==> src/tfd_pkg.sv <==
package tfd_pkg;

  // Input kind codes as they arrive on the stream
  localparam logic [2:0] KIND_DOWN    = 3'd0;
  localparam logic [2:0] KIND_MOTION  = 3'd1;
  localparam logic [2:0] KIND_UP      = 3'd2;
  localparam logic [2:0] KIND_FRAME   = 3'd3;
  localparam logic [2:0] KIND_TCANCEL = 3'd4;
  localparam logic [2:0] KIND_RESET   = 3'd5;
  localparam logic [2:0] KIND_CANCEL  = 3'd6;

  // Result status codes
  localparam logic [1:0] ST_IGNORE = 2'd0;
  localparam logic [1:0] ST_BEGUN  = 2'd1;
  localparam logic [1:0] ST_CANCEL = 2'd2;
  localparam logic [1:0] ST_FINISH = 2'd3;

  // Configuration register indexes
  localparam logic [1:0] REG_MOVE   = 2'd0;
  localparam logic [1:0] REG_SPREAD = 2'd1;
  localparam logic [1:0] REG_TIME   = 2'd2;

  localparam logic [16:0] MOVE_RST   = 17'd160;
  localparam logic [16:0] SPREAD_RST = 17'd800;
  localparam logic [15:0] TIME_RST   = 16'd300;

  typedef logic signed [4:0] count_t;
  localparam count_t FC_MAX = 5'sd15;
  localparam count_t FC_MIN = 5'sb10000;
  localparam count_t FC_ONE = 5'sd1;
  localparam count_t FC_TWO = 5'sd2;
  localparam count_t FC_ZERO = 5'sd0;

  typedef enum logic [2:0] {
    OP_DOWN,
    OP_MOTION,
    OP_UP,
    OP_TCANCEL,
    OP_RESET,
    OP_CANCEL,
    OP_NOP
  } op_t;

  typedef struct packed {
    op_t         op;
    logic        slot;
    logic [15:0] x_pos;
    logic [15:0] y_pos;
    logic [31:0] time_ms;
  } evt_t;

  typedef struct packed {
    logic [16:0] move_limit;
    logic [16:0] spread_limit;
    logic [15:0] time_limit;
  } cfg_t;

endpackage

==> src/two_finger_tap_detector_top.sv <==
// Two-finger tap recognizer. Touch events (down, motion, up, frame, touch
// cancel, reset and cancel commands) enter on the in_ stream, one beat per
// clock when the block is not stalled, and each event yields exactly one
// result beat on the out_ stream carrying a status (ignore, begun,
// cancelled, finished) and the cancel flag after the event. An event is
// decoded on entry and parked in a QUEUE_DEPTH-entry queue; the gesture
// state is updated as the event leaves the queue, and the result sits in
// an output register, so an event taken passes through the queue entry and
// then the output register; the sustained rate is one event per cycle while
// the output is not held off. The queue keeps taking events while the
// output is held off, until it fills. The move, spread and time limits are
// APB registers at byte addresses 0, 4 and 8 and should only be written
// while no event is in flight.
module two_finger_tap_detector_top import tfd_pkg::*; #(
  parameter int QUEUE_DEPTH = 4
) (
  input  logic        clk,
  input  logic        rst_n,
  input  logic        in_tvalid,
  output logic        in_tready,
  input  logic [3:0]  in_tuser,    // [2:0] kind, [3] slot
  input  logic [63:0] in_tdata,    // [15:0] x_pos, [31:16] y_pos, [63:32] time_ms
  output logic        out_tvalid,
  input  logic        out_tready,
  output logic [7:0]  out_tdata,   // [1:0] status, [2] cancelled_flag, [7:3] zero
  input  logic        cfg_psel,
  input  logic        cfg_penable,
  input  logic        cfg_pwrite,
  input  logic [3:0]  cfg_paddr,
  input  logic [31:0] cfg_pwdata,
  output logic [31:0] cfg_prdata,
  output logic        cfg_pready
);

  cfg_t        cfg_r, cfg_nxt;
  logic        cfg_wr;
  logic        q_full, q_valid, push, pop;
  evt_t        evt_in, evt_out;
  logic [1:0]  status;
  logic        cflag;

  assign cfg_pready = 1'b1;
  assign cfg_wr     = cfg_psel && cfg_penable && cfg_pwrite && cfg_pready;

  always_comb begin
    cfg_nxt = cfg_r;
    if (cfg_wr) begin
      unique case (cfg_paddr[3:2])
        REG_MOVE:   cfg_nxt.move_limit   = cfg_pwdata[16:0];
        REG_SPREAD: cfg_nxt.spread_limit = cfg_pwdata[16:0];
        REG_TIME:   cfg_nxt.time_limit   = cfg_pwdata[15:0];
        default: begin
        end
      endcase
    end
  end

  always_ff @(posedge clk) begin
    if (!rst_n) begin
      cfg_r.move_limit   <= MOVE_RST;
      cfg_r.spread_limit <= SPREAD_RST;
      cfg_r.time_limit   <= TIME_RST;
    end else begin
      cfg_r <= cfg_nxt;
    end
  end

  always_comb begin
    unique case (cfg_paddr[3:2])
      REG_MOVE:   cfg_prdata = {15'b0, cfg_r.move_limit};
      REG_SPREAD: cfg_prdata = {15'b0, cfg_r.spread_limit};
      REG_TIME:   cfg_prdata = {16'b0, cfg_r.time_limit};
      default:    cfg_prdata = '0;
    endcase
  end

  tfd_front u_front (
    .in_tvalid (in_tvalid),
    .in_tready (in_tready),
    .in_tuser  (in_tuser),
    .in_tdata  (in_tdata),
    .q_full    (q_full),
    .push      (push),
    .evt       (evt_in)
  );

  tfd_queue #(
    .DEPTH (QUEUE_DEPTH)
  ) u_queue (
    .clk     (clk),
    .rst_n   (rst_n),
    .push    (push),
    .din     (evt_in),
    .pop     (pop),
    .dout    (evt_out),
    .q_valid (q_valid),
    .q_full  (q_full)
  );

  tfd_back u_back (
    .clk        (clk),
    .rst_n      (rst_n),
    .q_valid    (q_valid),
    .evt        (evt_out),
    .cfg        (cfg_r),
    .pop        (pop),
    .out_valid  (out_tvalid),
    .out_ready  (out_tready),
    .out_status (status),
    .out_cflag  (cflag)
  );

  assign out_tdata = {5'b0, cflag, status};

  // a reset command always leaves the cancel flag clear
  a_reset_clears: assert property (@(posedge clk) disable iff (!rst_n)
    pop && evt_out.op == OP_RESET |=> out_tvalid && !out_tdata[2] &&
    out_tdata[1:0] == ST_IGNORE)
    else $error("reset command did not clear cancel flag");

  // a touch cancel reports cancelled with the flag set
  a_tcancel: assert property (@(posedge clk) disable iff (!rst_n)
    pop && evt_out.op == OP_TCANCEL |=> out_tvalid && out_tdata[2] &&
    out_tdata[1:0] == ST_CANCEL)
    else $error("touch cancel result wrong");

  // a full queue stays full until the back end drains an entry
  a_full_holds: assert property (@(posedge clk) disable iff (!rst_n)
    !in_tready && !pop |=> !in_tready)
    else $error("queue space appeared without a pop");

endmodule

==> src/tfd_front.sv <==
module tfd_front import tfd_pkg::*; (
  input  logic        in_tvalid,
  output logic        in_tready,
  input  logic [3:0]  in_tuser,   // [2:0] kind, [3] slot
  input  logic [63:0] in_tdata,   // [15:0] x_pos, [31:16] y_pos, [63:32] time_ms
  input  logic        q_full,
  output logic        push,
  output evt_t        evt
);

  op_t op;

  always_comb begin
    unique case (in_tuser[2:0])
      KIND_DOWN:    op = OP_DOWN;
      KIND_MOTION:  op = OP_MOTION;
      KIND_UP:      op = OP_UP;
      KIND_TCANCEL: op = OP_TCANCEL;
      KIND_RESET:   op = OP_RESET;
      KIND_CANCEL:  op = OP_CANCEL;
      default:      op = OP_NOP;    // frame and the unused code
    endcase
  end

  assign in_tready   = !q_full;
  assign push        = in_tvalid && !q_full;
  assign evt.op      = op;
  assign evt.slot    = in_tuser[3];
  assign evt.x_pos   = in_tdata[15:0];
  assign evt.y_pos   = in_tdata[31:16];
  assign evt.time_ms = in_tdata[63:32];

endmodule

==> src/tfd_queue.sv <==
module tfd_queue import tfd_pkg::*; #(
  parameter int DEPTH = 4
) (
  input  logic clk,
  input  logic rst_n,
  input  logic push,
  input  evt_t din,
  input  logic pop,
  output evt_t dout,
  output logic q_valid,
  output logic q_full
);

  localparam int AW = (DEPTH > 1) ? $clog2(DEPTH) : 1;
  localparam int CW = $clog2(DEPTH + 1);

  evt_t            mem_r [DEPTH];
  logic [AW-1:0]   wr_ptr_r, wr_ptr_nxt;
  logic [AW-1:0]   rd_ptr_r, rd_ptr_nxt;
  logic [CW-1:0]   count_r, count_nxt;

  assign q_valid = (count_r != '0);
  assign q_full  = (count_r == CW'(DEPTH));
  assign dout    = mem_r[rd_ptr_r];

  always_comb begin
    wr_ptr_nxt = wr_ptr_r;
    rd_ptr_nxt = rd_ptr_r;
    count_nxt  = count_r;
    if (push) begin
      wr_ptr_nxt = (wr_ptr_r == AW'(DEPTH - 1)) ? '0 : wr_ptr_r + AW'(1);
    end
    if (pop) begin
      rd_ptr_nxt = (rd_ptr_r == AW'(DEPTH - 1)) ? '0 : rd_ptr_r + AW'(1);
    end
    if (push && !pop) begin
      count_nxt = count_r + CW'(1);
    end else if (pop && !push) begin
      count_nxt = count_r - CW'(1);
    end
  end

  always_ff @(posedge clk) begin
    if (!rst_n) begin
      wr_ptr_r <= '0;
      rd_ptr_r <= '0;
      count_r  <= '0;
    end else begin
      wr_ptr_r <= wr_ptr_nxt;
      rd_ptr_r <= rd_ptr_nxt;
      count_r  <= count_nxt;
    end
  end

  always_ff @(posedge clk) begin
    if (push) begin
      mem_r[wr_ptr_r] <= din;
    end
  end

endmodule

==> src/tfd_back.sv <==
module tfd_back import tfd_pkg::*; (
  input  logic       clk,
  input  logic       rst_n,
  input  logic       q_valid,
  input  evt_t       evt,
  input  cfg_t       cfg,
  output logic       pop,
  output logic       out_valid,
  input  logic       out_ready,
  output logic [1:0] out_status,
  output logic       out_cflag
);

  count_t      fc_r, fc_nxt;
  logic        canc_r, canc_nxt;
  logic [15:0] sx_r [2];
  logic [15:0] sy_r [2];
  logic [15:0] cx_r [2];
  logic [15:0] cy_r [2];
  logic [15:0] sx_nxt [2];
  logic [15:0] sy_nxt [2];
  logic [15:0] cx_nxt [2];
  logic [15:0] cy_nxt [2];
  logic [31:0] st_r, st_nxt;

  logic        ov_r, ov_nxt;
  logic [1:0]  os_r, os_nxt;
  logic        oc_r;

  count_t      fc_inc, fc_dec;
  logic [15:0] sx_dn [2];
  logic [15:0] sy_dn [2];
  logic [15:0] cx_mv [2];
  logic [15:0] cy_mv [2];
  logic [16:0] d0, d1, spread;
  logic [31:0] dt;
  logic        up_pass;
  logic [1:0]  status;

  function automatic logic [16:0] absdiff(input logic [15:0] a, input logic [15:0] b);
    return (a >= b) ? {1'b0, a - b} : {1'b0, b - a};
  endfunction

  assign pop = q_valid && (!ov_r || out_ready);

  assign fc_inc = (fc_r < FC_MAX) ? fc_r + FC_ONE : fc_r;
  assign fc_dec = (fc_r > FC_MIN) ? fc_r - FC_ONE : fc_r;

  // start points as a down would leave them, current points as a motion would
  always_comb begin
    for (int i = 0; i < 2; i++) begin
      sx_dn[i] = (fc_inc <= FC_TWO && evt.slot == 1'(i)) ? evt.x_pos : sx_r[i];
      sy_dn[i] = (fc_inc <= FC_TWO && evt.slot == 1'(i)) ? evt.y_pos : sy_r[i];
      cx_mv[i] = (evt.slot == 1'(i)) ? evt.x_pos : cx_r[i];
      cy_mv[i] = (evt.slot == 1'(i)) ? evt.y_pos : cy_r[i];
    end
  end

  assign d0      = absdiff(cx_mv[0], sx_r[0]) + absdiff(cy_mv[0], sy_r[0]);
  assign d1      = absdiff(cx_mv[1], sx_r[1]) + absdiff(cy_mv[1], sy_r[1]);
  assign dt      = evt.time_ms - st_r;
  assign spread  = absdiff(sx_r[0], sx_r[1]) + absdiff(sy_r[0], sy_r[1]);
  assign up_pass = !canc_r && (dt < {16'b0, cfg.time_limit}) && (spread < cfg.spread_limit);

  always_comb begin
    fc_nxt   = fc_r;
    canc_nxt = canc_r;
    sx_nxt   = sx_r;
    sy_nxt   = sy_r;
    cx_nxt   = cx_r;
    cy_nxt   = cy_r;
    st_nxt   = st_r;
    status   = ST_IGNORE;
    if (pop) begin
      unique case (evt.op)
        OP_DOWN: begin
          fc_nxt = fc_inc;
          if (!canc_r) begin
            sx_nxt = sx_dn;
            sy_nxt = sy_dn;
            if (fc_inc == FC_TWO) begin
              st_nxt = evt.time_ms;
              cx_nxt = sx_dn;
              cy_nxt = sy_dn;
              status = ST_BEGUN;
            end else if (fc_inc > FC_TWO) begin
              canc_nxt = 1'b1;
              status   = ST_CANCEL;
            end
          end
        end
        OP_MOTION: begin
          if (!canc_r) begin
            cx_nxt = cx_mv;
            cy_nxt = cy_mv;
            if (d0 > cfg.move_limit || d1 > cfg.move_limit) begin
              canc_nxt = 1'b1;
              status   = ST_CANCEL;
            end
          end
        end
        OP_UP: begin
          fc_nxt = fc_dec;
          if (fc_dec <= FC_ZERO) begin
            if (up_pass) begin
              status = ST_FINISH;
            end else begin
              fc_nxt    = FC_ZERO;
              st_nxt    = '0;
              canc_nxt  = 1'b0;
              sx_nxt[0] = '0;
              sy_nxt[0] = '0;
            end
          end
        end
        OP_TCANCEL: begin
          canc_nxt = 1'b1;
          status   = ST_CANCEL;
        end
        OP_RESET: begin
          fc_nxt    = FC_ZERO;
          st_nxt    = '0;
          canc_nxt  = 1'b0;
          sx_nxt[0] = '0;
          sy_nxt[0] = '0;
        end
        OP_CANCEL: begin
          canc_nxt = 1'b1;
        end
        default: begin
        end
      endcase
    end
  end

  always_comb begin
    ov_nxt = ov_r;
    os_nxt = os_r;
    if (pop) begin
      ov_nxt = 1'b1;
      os_nxt = status;
    end else if (out_ready) begin
      ov_nxt = 1'b0;
    end
  end

  always_ff @(posedge clk) begin
    if (!rst_n) begin
      fc_r   <= FC_ZERO;
      canc_r <= 1'b0;
      st_r   <= '0;
      sx_r   <= '{default: '0};
      sy_r   <= '{default: '0};
      cx_r   <= '{default: '0};
      cy_r   <= '{default: '0};
      ov_r   <= 1'b0;
    end else begin
      fc_r   <= fc_nxt;
      canc_r <= canc_nxt;
      st_r   <= st_nxt;
      sx_r   <= sx_nxt;
      sy_r   <= sy_nxt;
      cx_r   <= cx_nxt;
      cy_r   <= cy_nxt;
      ov_r   <= ov_nxt;
    end
  end

  always_ff @(posedge clk) begin
    if (pop) begin
      oc_r <= canc_nxt;
    end
    os_r <= os_nxt;
  end

  assign out_valid  = ov_r;
  assign out_status = os_r;
  assign out_cflag  = oc_r;

endmodule

==> config.mk <==
export PLATFORM = sky130hd
export DESIGN_NAME = two_finger_tap_detector_top
export DESIGN_NICKNAME = d
export VERILOG_FILES = /design/src/tfd_pkg.sv /design/src/two_finger_tap_detector_top.sv /design/src/tfd_front.sv /design/src/tfd_queue.sv /design/src/tfd_back.sv
export SDC_FILE = /design/constraint.sdc
export NUM_CORES = 1
export LEC_CHECK = 0
export ABC_AREA = 1
export BUFFER_PORTS_ARGS = -buffer_cell sky130_fd_sc_hd__buf_2
export CAP_MARGIN = 30
export CORE_MARGIN = 5
export CORE_UTILIZATION = 51
export CTS_BUF_LIST = sky130_fd_sc_hd__clkbuf_2 sky130_fd_sc_hd__clkbuf_4 sky130_fd_sc_hd__clkbuf_8
export DETAILED_ROUTE_END_ITERATION = 16
export MAX_ROUTING_LAYER = met4
export PLACE_DENSITY = 0.75
export SLEW_MARGIN = 20
export SYNTH_ARGS = -nofsm -noshare
export SYNTH_HDL_FRONTEND = slang
export SYNTH_SLANG_ARGS = --single-unit
==> constraint.sdc <==
create_clock -name clk -period 8.3 [get_ports clk]
set_input_delay 0.83 -clock clk [delete_from_list [all_inputs] [get_ports clk]]
set_output_delay 0.83 -clock clk [all_outputs]
set_load 0.05 [all_outputs]
# After elaboration in Yosys (flattened, before gate mapping)
# Memory sizes are Yosys's and may differ from the RTL's. A register that Yosys moved wholly into a read port is not among the register bits.
# Index checks and enable logic that the tools add are counted.
# word_totals
ff_bits	227
mem_count	1
inputBits	111
elab_cells	182
ramBits	272
# memory_table
name	depth	word_bits	read_ports	rd_ports_with_merged_regs	write_ports	line_no	text
u_queue.mem_r	4	68	1	1	1	tfd_queue.sv:17	evt_t mem_r [DEPTH];
# classes
mux	67
n_lt_le_gt_ge	15
eq_ne	21
bitwise_logic	2
reduce_logical	34
add_sub_neg	22
# ops
cell	n
2-to-1 mux 32 bit	12
2-to-1 mux 16 bit	16
subtractor 16 bit	12
case mux 32 bit (2 select lines)	2
>= comparator 16 bit	6
case mux 16 bit (3 select lines)	2
case mux 32 bit (3 select lines)	1
adder 17 bit	3
case mux 17 bit (3 select lines)	1
greater-than comparator 17 bit	2
< comparator 32 x 16 -> 1 bit	1
subtractor 32 bit	1
2-to-1 mux 2 bit	11
2-to-1 mux 5 bit	4
equality test 3 bit (second input constant)	6
case mux 3 bit (6 select lines)	1
< comparator 17 bit	1
case mux 5 bit (3 select lines)	1
2-to-1 mux 1 bit	12
logical AND 1 bit	10
AND reduction 5 bit	2
equality test 3 x 2 -> 1 bit (second input constant)	3
case mux 2 bit (4 select lines)	1
AND reduction 2 bit	4
other kinds (28)	46

# Longest topological paths before layout
# logic_depth
ltp_word	10
depth_mapped	54

# By module
# Synthesis repeated with hierarchy kept, for this count alone.
# unflattened
cells_unflattened	5287
area_unflattened_um2	38299.2
# by_module_without_submodules
mod	seq_area_each_um2	n_inst	cells_per_inst	area_per_inst_um2
tfd_back	3433.3	1	4106	24730.0
tfd_queue	8348.0	1	717	10517.6
two_finger_tap_detector_top	1001.0	1	386	2499.9
tfd_front	0.0	1	78	551.8

# Worst setup path before layout
# OpenSTA, ideal clock, no wires.
# synth_timing
path_kind	register to register
start	register (tool-made name)
end	register u_back.oc_r, in the netlist u_back.out_cflag, data pin
setup_ns	0.251
period_less_slack_ns	6.758
t_arrival_ns	6.507
stages_incl_launch_ff	50
n_path_buf	7
required_time_ns	8.049
path_slack_ns	1.542
cell_sequence	dfxtp_1 buf_4 inv_2 buf_6 buf_2 nand2_1 nand3_1 nand2_1 clkbuf_1 clkbuf_1 nand2_1 o21ai_0 inv_1 fa_1 inv_1 o21ai_0 a21boi_0 o21ai_0 (+14 left out) nand3_1 nand2_1 xor2_1 ha_1 nand2_1 inv_1 o21ai_0 nand2_1 a21oi_1 nand2_1 o21ai_0 nand2_1 nand2_1 nand3_1 nand2_1 nand2_1 nand2_1 inv_1
# synth_rtl
item	line_no	text
end signal: assignment	tfd_back.sv:171	oc_r <= canc_nxt;
end: declaration	tfd_back.sv:28	logic oc_r;

==> out/results.ini <==
[run_status]
outcome=complete, no violations

[clocking]
clock_latency_reported_for_the_late_side_of_the_worst_skew_pair_ns=0.72
cts.root.buffer_cell=sky130_fd_sc_hd__clkbuf_8
htree_levels=3
clock_sink_total=501
cts_made_buffers=87
holdBufCountCts=0
worst_path_clk_slew_ns=0.06
tritoncts=yes
max-clock-path-buffers=3

[routing]
finalWirelength_um=114000
total_via_count_after_detailed_routing=34300
dr.first_iter.drc_count=3522
drt_first_pass_iters=7
average_detailed_routed_wire_length_per_instance_um=18.5
drt_drc_violations_left=0
count_of_nets_left_with_antenna_violations_after_detail_routing=0
drt-vias-per-instance=5.58

[floorplanning]
die-width_um=279
io_pins=154
initial_core_utilization_pct=51.4
dieHeight_um=279
placeable_area_mm2=0.0716
floorplan.rows=98
design.die.area_mm2=0.0777

[critical_path]
cpLargestDelayFamily=compound AO/OA/AOI/OAI gates
worst_path_most_repeated_cell=sky130_fd_sc_hd__nand2_1
critical_path.slowest_cell=sky130_fd_sc_hd__xor2_1
arrival_time_of_the_worst_setup_path_ns=8.16
cp.required_ns=8.75
setup.worst_path.class=reg2reg
crit_path_end_kind=flip-flop
timing.critical_path.from_type=flip-flop
crit_path_max_incr_delay_ns=0.53
path_max_fanout=85
crit_buf_inv=7

[global_route]
grt_pass1_vias=31900
total_routing_resource_utilization_after_global_routing_pct=29.1
global_route_wire_length_before_repair_um=177000
grt.overflow.total=0
largest_net_degree_at_the_start_of_global_routing=95
antenna_found_initial=2

[logic_synthesis]
synth-edff-count=275
yosysSeqAreaShare_pct=34.7
post_synth_and_or_nand_nor_area_fraction_pct=18.9
synth_top_area_cell=sky130_fd_sc_hd__edfxtp_1
synth_top_family_by_area=compound AO/OA/AOI/OAI gates
synth.area.mux_share_pct=0.520
yosys_warnings=0
synth.top_cell.area_share_pct=22.4
synth-adder-area-share_pct=12.4
synth.most_common_cell=sky130_fd_sc_hd__nand2_1
ffs_w_async_s_r_synth_pct=0
yosys.area_share.xor_xnor_pct=3.40
post_synth_num_cell_types=67
number_of_storage_elements_in_the_synthesis_netlist=501
synth_area_leaders=sky130_fd_sc_hd__edfxtp_1 (22%), sky130_fd_sc_hd__dfxtp_1 (12%), sky130_fd_sc_hd__ha_1 (11%)
mappedNetlistArea_mm2=0.0368
ys_top_cells_by_count=sky130_fd_sc_hd__nand2_1 (984), sky130_fd_sc_hd__inv_1 (774), sky130_fd_sc_hd__o21ai_0 (546)
dominantRegCellSynth=sky130_fd_sc_hd__edfxtp_1
synth_compound_area_share_pct=19.2
post_synth.cell_area_avg_um2=7.30
postSynthCellCount=5044

[placed_design]
portBuffers=115
preCtsSetupSlack_ns=0.486
dpl.hpwl_um=86400
postPlaceCellArea_mm2=0.0382
gp_routability_congestion=0.999

[sta]
timing_hold_violations_final=0
timing.fmax_ghz=0.130
setup-tns-final_ns=0
setup_viol=0
final.setup_skew_ns=0.0505
layout_min_cycle_time_ns=7.72
max_slew_margin_pct=33.0
final-max-slew-violation-count=0
period_utilization_pct=93.0
worst-slew-pin-transition_ns=1.01
layout_setup_ws_ns=0.582

[layout]
fraction_of_layout_instances_using_a_drive_strength_above_1_pct=7.30
postLayoutCoreUtil_pct=56.3
design.final.nets=5583
syn2layout_area_growth_pct=9.50
stdcell_area_mm2=0.0403

[worst_hold_path]
worstHoldPathType=in2reg

[job]
drv.max_cap_violation_count=0

==> layout by cell type (no fill, tap or decap), types with 7 or more instances in the layout <==
cell,netlist,layout
sky130_fd_sc_hd__a31oi_1,20,20
sky130_fd_sc_hd__xor2_1,90,89
sky130_fd_sc_hd__nand2_1,984,982
sky130_fd_sc_hd__nand4_1,18,18
sky130_fd_sc_hd__o221ai_1,24,24
sky130_fd_sc_hd__clkinv_2,0,13
sky130_fd_sc_hd__fa_1,17,17
sky130_fd_sc_hd__edfxtp_1,275,275
sky130_fd_sc_hd__a21o_1,22,22
sky130_fd_sc_hd__o21bai_1,14,14
sky130_fd_sc_hd__o21ai_1,1,7
sky130_fd_sc_hd__dfxtp_1,226,224
sky130_fd_sc_hd__conb_1,2,21
sky130_fd_sc_hd__a211oi_1,8,8
sky130_fd_sc_hd__o22ai_1,82,78
sky130_fd_sc_hd__inv_1,774,772
sky130_fd_sc_hd__xnor2_1,53,49
sky130_fd_sc_hd__o211ai_1,19,19
sky130_fd_sc_hd__buf_2,32,114
sky130_fd_sc_hd__inv_2,8,7
sky130_fd_sc_hd__o21ai_0,546,540
sky130_fd_sc_hd__mux2i_1,18,18
sky130_fd_sc_hd__clkinv_1,32,36
sky130_fd_sc_hd__ha_1,338,338
sky130_fd_sc_hd__nor3_1,31,31
sky130_fd_sc_hd__a21boi_0,9,8
sky130_fd_sc_hd__o21a_1,30,30
sky130_fd_sc_hd__nor2_1,433,428
sky130_fd_sc_hd__clkbuf_4,0,31
sky130_fd_sc_hd__a21oi_1,467,467
sky130_fd_sc_hd__o31ai_1,7,7
sky130_fd_sc_hd__buf_4,23,46
sky130_fd_sc_hd__clkbuf_8,0,103
sky130_fd_sc_hd__nand3_1,229,229
==> per-stage QoR <==
step	cells	hold slack [ns]
global route	6144	0.264
detailed placement	5976	0.471
CTS	6140	0.253
global placement	5974	0.453
finish	6145	0.314
floorplan	5063	0.445
==> metal layers <==
layer | track usage (%) | wire length [um]
met3 | 5.24 | 10300
met1 | 39.6 | 49200
met2 | 44.2 | 49900
met5 | - | 0
met4 | 10.2 | 4430
==> registers in the layout, indices dropped and copies added (netlist names), named ones only <==
register / flops
u_back.cx_r: 32
u_back.st_r: 32
u_queue.count_r: 3
u_queue.rd_ptr_r: 2
u_back.fc_r: 5
u_back.canc_r: 1
u_back.cy_r: 32
cfg_r: 50
u_back.out_cflag: 1
u_queue.wr_ptr_r: 2
u_back.out_status: 2
u_back.sy_r: 32
u_back.sx_r: 32
u_back.out_valid: 1
u_queue.mem_r: 272
==> worst paths after layout <==
check | cells after the start | to | start | slack, ns
worst max register to register | 45 | u_back.out_cflag | flip-flop | 0.58
worst min-delay path | 1 | u_queue.mem_r[2][18] | in_tdata[50] | 0.31
worst max-delay path | 45 | u_back.out_cflag | flip-flop | 0.58
worst min register to register | 2 | cfg_r[31] | cfg_r[31] | 0.48
==> cell families (layout without fill, tap and decap cells) <==
kind of cell,after synthesis,in the layout
AND/OR/NAND/NOR,1724,1724
multiplexers,19,19
XOR/XNOR,143,143
other,2,24
flip-flops,501,501
AO/OA/AOI/OAI,1283,1283
buffers and inverters,1017,1146
adder cells (fa/ha/maj),355,355
==> cell type report <==
| cell class | count | area, um^2 |
|---|---|---|
| antenna | 3 | 7.51 |
| tap | 950 | 1190 |
| inverter | 814 | 3070 |
| timing repair buffer | 168 | 1080 |
| clock inverter | 30 | 327 |
| clock buffer | 134 | 1650 |
| sequential | 501 | 12800 |
| multi-input combinational | 3545 | 20200 |
| fill | 6870 | 31300 |
==> repair_timing <==
action                     4_1_cts  5_1_grt
buffers inserted                 0        2
setup endpoints to repair        0       39
gates resized for setup          0       24
Power is left out: the tool's default activity adds up to more than one toggle a clock period on the data nets, which glitch-free logic cannot reach.
